$ cat src/hw/rtl/mipd_fifo.sv
module mipd_fifo #(
  parameter int unsigned WIDTH = 8,
  parameter int unsigned DEPTH = 4
) (
  input  logic             clk,
  input  logic             rst_n,
  input  logic             push,
  input  logic [WIDTH-1:0] wdata,
  output logic             full,
  input  logic             pop,
  output logic [WIDTH-1:0] rdata,
  output logic             empty
);

  localparam int unsigned PW = (DEPTH > 1) ? $clog2(DEPTH) : 1;
  localparam int unsigned CW = $clog2(DEPTH + 1);

  logic [WIDTH-1:0] mem_r [DEPTH];
  logic [PW-1:0]    wr_ptr_r, wr_ptr_nxt, rd_ptr_r, rd_ptr_nxt;
  logic [CW-1:0]    cnt_r, cnt_nxt;
  logic             do_push, do_pop;

  assign full    = (cnt_r == CW'(DEPTH));
  assign empty   = (cnt_r == '0);
  assign do_push = push && !full;
  assign do_pop  = pop && !empty;
  assign rdata   = mem_r[rd_ptr_r];

  // pointer and count update
  always_comb begin
    wr_ptr_nxt = wr_ptr_r;
    rd_ptr_nxt = rd_ptr_r;
    cnt_nxt    = cnt_r;
    if (do_push) begin
      wr_ptr_nxt = (wr_ptr_r == PW'(DEPTH - 1)) ? '0 : wr_ptr_r + 1'b1;
    end
    if (do_pop) begin
      rd_ptr_nxt = (rd_ptr_r == PW'(DEPTH - 1)) ? '0 : rd_ptr_r + 1'b1;
    end
    if (do_push && !do_pop) begin
      cnt_nxt = cnt_r + 1'b1;
    end else if (do_pop && !do_push) begin
      cnt_nxt = cnt_r - 1'b1;
    end
  end

  always_ff @(posedge clk) begin
    if (!rst_n) begin
      wr_ptr_r <= '0;
      rd_ptr_r <= '0;
      cnt_r    <= '0;
    end else begin
      wr_ptr_r <= wr_ptr_nxt;
      rd_ptr_r <= rd_ptr_nxt;
      cnt_r    <= cnt_nxt;
    end
  end

  // storage
  always_ff @(posedge clk) begin
    if (do_push) begin
      mem_r[wr_ptr_r] <= wdata;
    end
  end

endmodule

$ cat config.mk
export PLATFORM = sky130hd
export DESIGN_NAME = mipd_fifo
export DESIGN_NICKNAME = d
export VERILOG_FILES = /design/src/hw/rtl/mipd_fifo.sv
export SDC_FILE = /design/constraint.sdc
export NUM_CORES = 1
export LEC_CHECK = 0
export BUFFER_PORTS_ARGS = -buffer_cell sky130_fd_sc_hd__buf_2
export CAP_MARGIN = 20
export CORE_MARGIN = 1
export CORE_UTILIZATION = 50
export DETAILED_ROUTE_END_ITERATION = 10
export PLACE_DENSITY = 0.74
export SLEW_MARGIN = 20
export SYNTH_ARGS = -nofsm -noshare
export SYNTH_HDL_FRONTEND = slang
export SYNTH_SLANG_ARGS = --single-unit
$ cat constraint.sdc
create_clock -name clk -period 2.11 [get_ports clk]
set_input_delay 0.1055 -clock clk [delete_from_list [all_inputs] [get_ports clk]]
set_output_delay 0.1055 -clock clk [all_outputs]
set_load 0.01 [all_outputs]
==> reports/qor.txt <==
CP max FO -> 5
GP Congestion -> 0.764
Die Ht -> 59.1 microns
Root buffer cell -> clkbuf_4
Worst slew margin -> 63.5%
Largest net degree at the start of global routing -> 13
Internal power -> 1560 uW
CTS buffer count -> 5
Final setup vio count -> 0
P_leak -> 0.000721 uW
Outcome -> finished, final reports clean
Final Hold Violating Endpoints -> 0
Share of cells above drive strength 1 -> 34.1%
Area growth syn-to-layout -> 21.0%
Worst-Skew Late Latency -> 340 ps
Port-buffer cells -> 21
Worst Tran Pin Value -> 547 ps
Initial Util -> 53.0%
Period Utilization, post-route -> 96.2%
Vias in the first global route -> 903
Clock share of power -> 22.3%
Mapped Nets -> 112
Initial antenna violation count -> 0
Crit end category -> register
Placeable Area -> 3080 sq um
Synth area leader -> edfxtp_1
Flop pwr share -> 51.9%
Sequential area share after synthesis -> 70.0%
Max Slew Vio Count -> 0
Wirelength per Cell -> 15.4 microns
TritonCTS clock tree -> done
Number of nets with antenna violations after routing -> 0
Via/cell ratio -> 5.06
Final net count -> 147
Post-synth top area share -> 58.9%
Most frequent cells in the layout -> edfxtp_1 (32), buf_2 (21), mux4_2 (8), dlygate4sd3_1 (8)
Switch share -> 27.9%
Number of distinct library cells after synthesis -> 23
Tot Pwr -> 2160 uW
Clock Tree Buf Depth -> 2
Type of the tightest min-delay check -> input pin to register
Worst-path clk slew -> 110 ps
Top cells by area, synth -> edfxtp_1 (59%), dfxtp_1 (11%), mux4_2 (11%), ha_1 (4.6%), and2_1 (1.9%)
First-pass GRT wire length -> 4200 microns
VDD IR-drop max -> 0.731 mV
Max Clk Rate -> 0.492 GHz
Grt total ovfl -> 0
# DRC -> 0
CP arrival -> 2300 ps
Row cnt -> 20
GRT Total Usage -> 17.9%
DR vias -> 875
Commonest non-fill, non-tap cell in the layout -> edfxtp_1
DRT Pass-1 Iters -> 4
Combinational share of power -> 25.8%
Tmin final -> 2030 ps
CTS H-Tree Depth -> 2
Synth Cell Area -> 1630 sq um
PD cells -> 1090 nW/um^2
Hpwl dp -> 1740 microns
Max-cap viol count -> 0
Sw Pwr -> 603 uW
Drt first-iter violations -> 19
Total Wirelength -> 2660 microns
CP Class -> register to register
Synth warn -> 0
Post-Syn Instances -> 93
Clock skew -> 8.02 ps
Ports -> 22
Die W -> 59.1 microns
Crit start category -> register
N_diodes -> 0
Register bit count reported by yosys -> 41
Mean area per synthesized cell -> 17.5 sq um
Die ar. -> 3490 sq um
Setup_tns -> 0 ps
Clk sink count -> 41
CP required -> 2380 ps
## layer usage
metal | up-vias | GRT usage, % | part of all wire, %
li1 | 419 | - | -
met1 | 427 | 19.3 | 40
met2 | 25 | 31.0 | 54
met3 | 4 | 6.55 | 4.6
met4 | 0 | 8.50 | 1.3
met5 | - | 0 | 0
## cells by family (layout without fill, tap and decap cells)
kind of cell / Yosys count / count (layout) / synth area share [%]
AO/OA/AOI/OAI: 5 / 5 / 1.84
XOR/XNOR: 2 / 2 / 1.07
adder cells (fa/ha/maj): 7 / 7 / 5.83
buffers and inverters: 7 / 43 / 1.76
flip-flops: 41 / 41 / 70.0
multiplexers: 11 / 11 / 12.9
AND/OR/NAND/NOR: 20 / 20 / 6.60
## critical path, cell delays in order (launching register included)
cell and delay, ps:
dfxtp_4 380, nor3b_2 160, nor2b_1 180, ha_2 210, inv_1 50, fa_1 380
xor2_1 160, or3_1 310, a21boi_1 130
## repair_timing
action,in CTS,in global routing
setup endpoints to repair,1,1
buffers inserted,0,1
hold buffers,8,0
resized for setup,3,5
pin swaps,1,1
endpoints found under the hold margin,32,0
## worst paths after layout
| check | start | end | slack [ps] | depth (start not counted) |
|---|---|---|---|---|
| worst max-delay path | cnt_r[2]$_SDFFE_PN0P_ | cnt_r[2]$_SDFFE_PN0P_ | 80 | 8 |
| worst min-delay path | rst_n | wr_ptr_r[1]$_SDFFE_PN0P_ | 100 | 3 |
| worst max register to register | cnt_r[2]$_SDFFE_PN0P_ | cnt_r[2]$_SDFFE_PN0P_ | 80 | 8 |
| worst min register to register | wr_ptr_r[1]$_SDFFE_PN0P_ | wr_ptr_r[1]$_SDFFE_PN0P_ | 520 | 2 |
## synth_stat cells, drive strengths merged
| cell | instances |
|---|---|
| a21boi | 1 |
| and2 | 5 |
| buf | 3 |
| clkbuf | 1 |
| dfxtp | 9 |
| edfxtp | 32 |
| fa | 1 |
| ha | 6 |
| inv | 3 |
| mux2i | 3 |
| mux4 | 8 |
| nand2 | 6 |
| nand3 | 2 |
| nor2 | 2 |
| nor2b | 2 |
| nor3 | 1 |
| nor3b | 1 |
| o21ai | 3 |
| o31ai | 1 |
| or3 | 1 |
| xnor2 | 1 |
| xor2 | 1 |
## power groups by stage
stage	Clock, uW	Sequential (uW)	Combinational, uW
2_1_floorplan	0	1060	410
3_3_place_gp	0	1110	510
3_5_place_dp	0	1120	529
4_1_cts	495	1110	545
5_1_grt	522	1150	618
6_report	482	1120	557
## area by class of cell
cell class | instances | area [sq um]
flip-flops and latches | 41 | 1150
fillers | 235 | 1100
clock inverters | 2 | 33.8
clock buffers | 6 | 41.3
well taps | 44 | 55.1
repair buffers | 32 | 208
multi-input cells | 45 | 477
inverters | 3 | 11.3
## metrics by stage
| stage | cell area, sq um | cells | hold WS [ps] | setup WS (ps) | util [%] |
|---|---|---|---|---|---|
| after floorplan | 1630 | 93 | 204 | 17.1 | - |
| after global placement | 1790 | 156 | 318 | 135 | 58.1 |
| after detailed placement | 1790 | 156 | 327 | -20.5 | 58.1 |
| after CTS | 1950 | 172 | 89.8 | 10.3 | 63.4 |
| after global routing | 1970 | 173 | 109 | -38.8 | 64.1 |
| final | 1970 | 173 | 102 | 79.2 | 64.1 |
## registers in the layout (all words and copies together) (netlist names), named ones only
name,flops
cnt_r,3
wr_ptr_r,2
mem_r,32
rd_ptr_r,2
No activity file was read; power rests on OpenSTA's default activity.
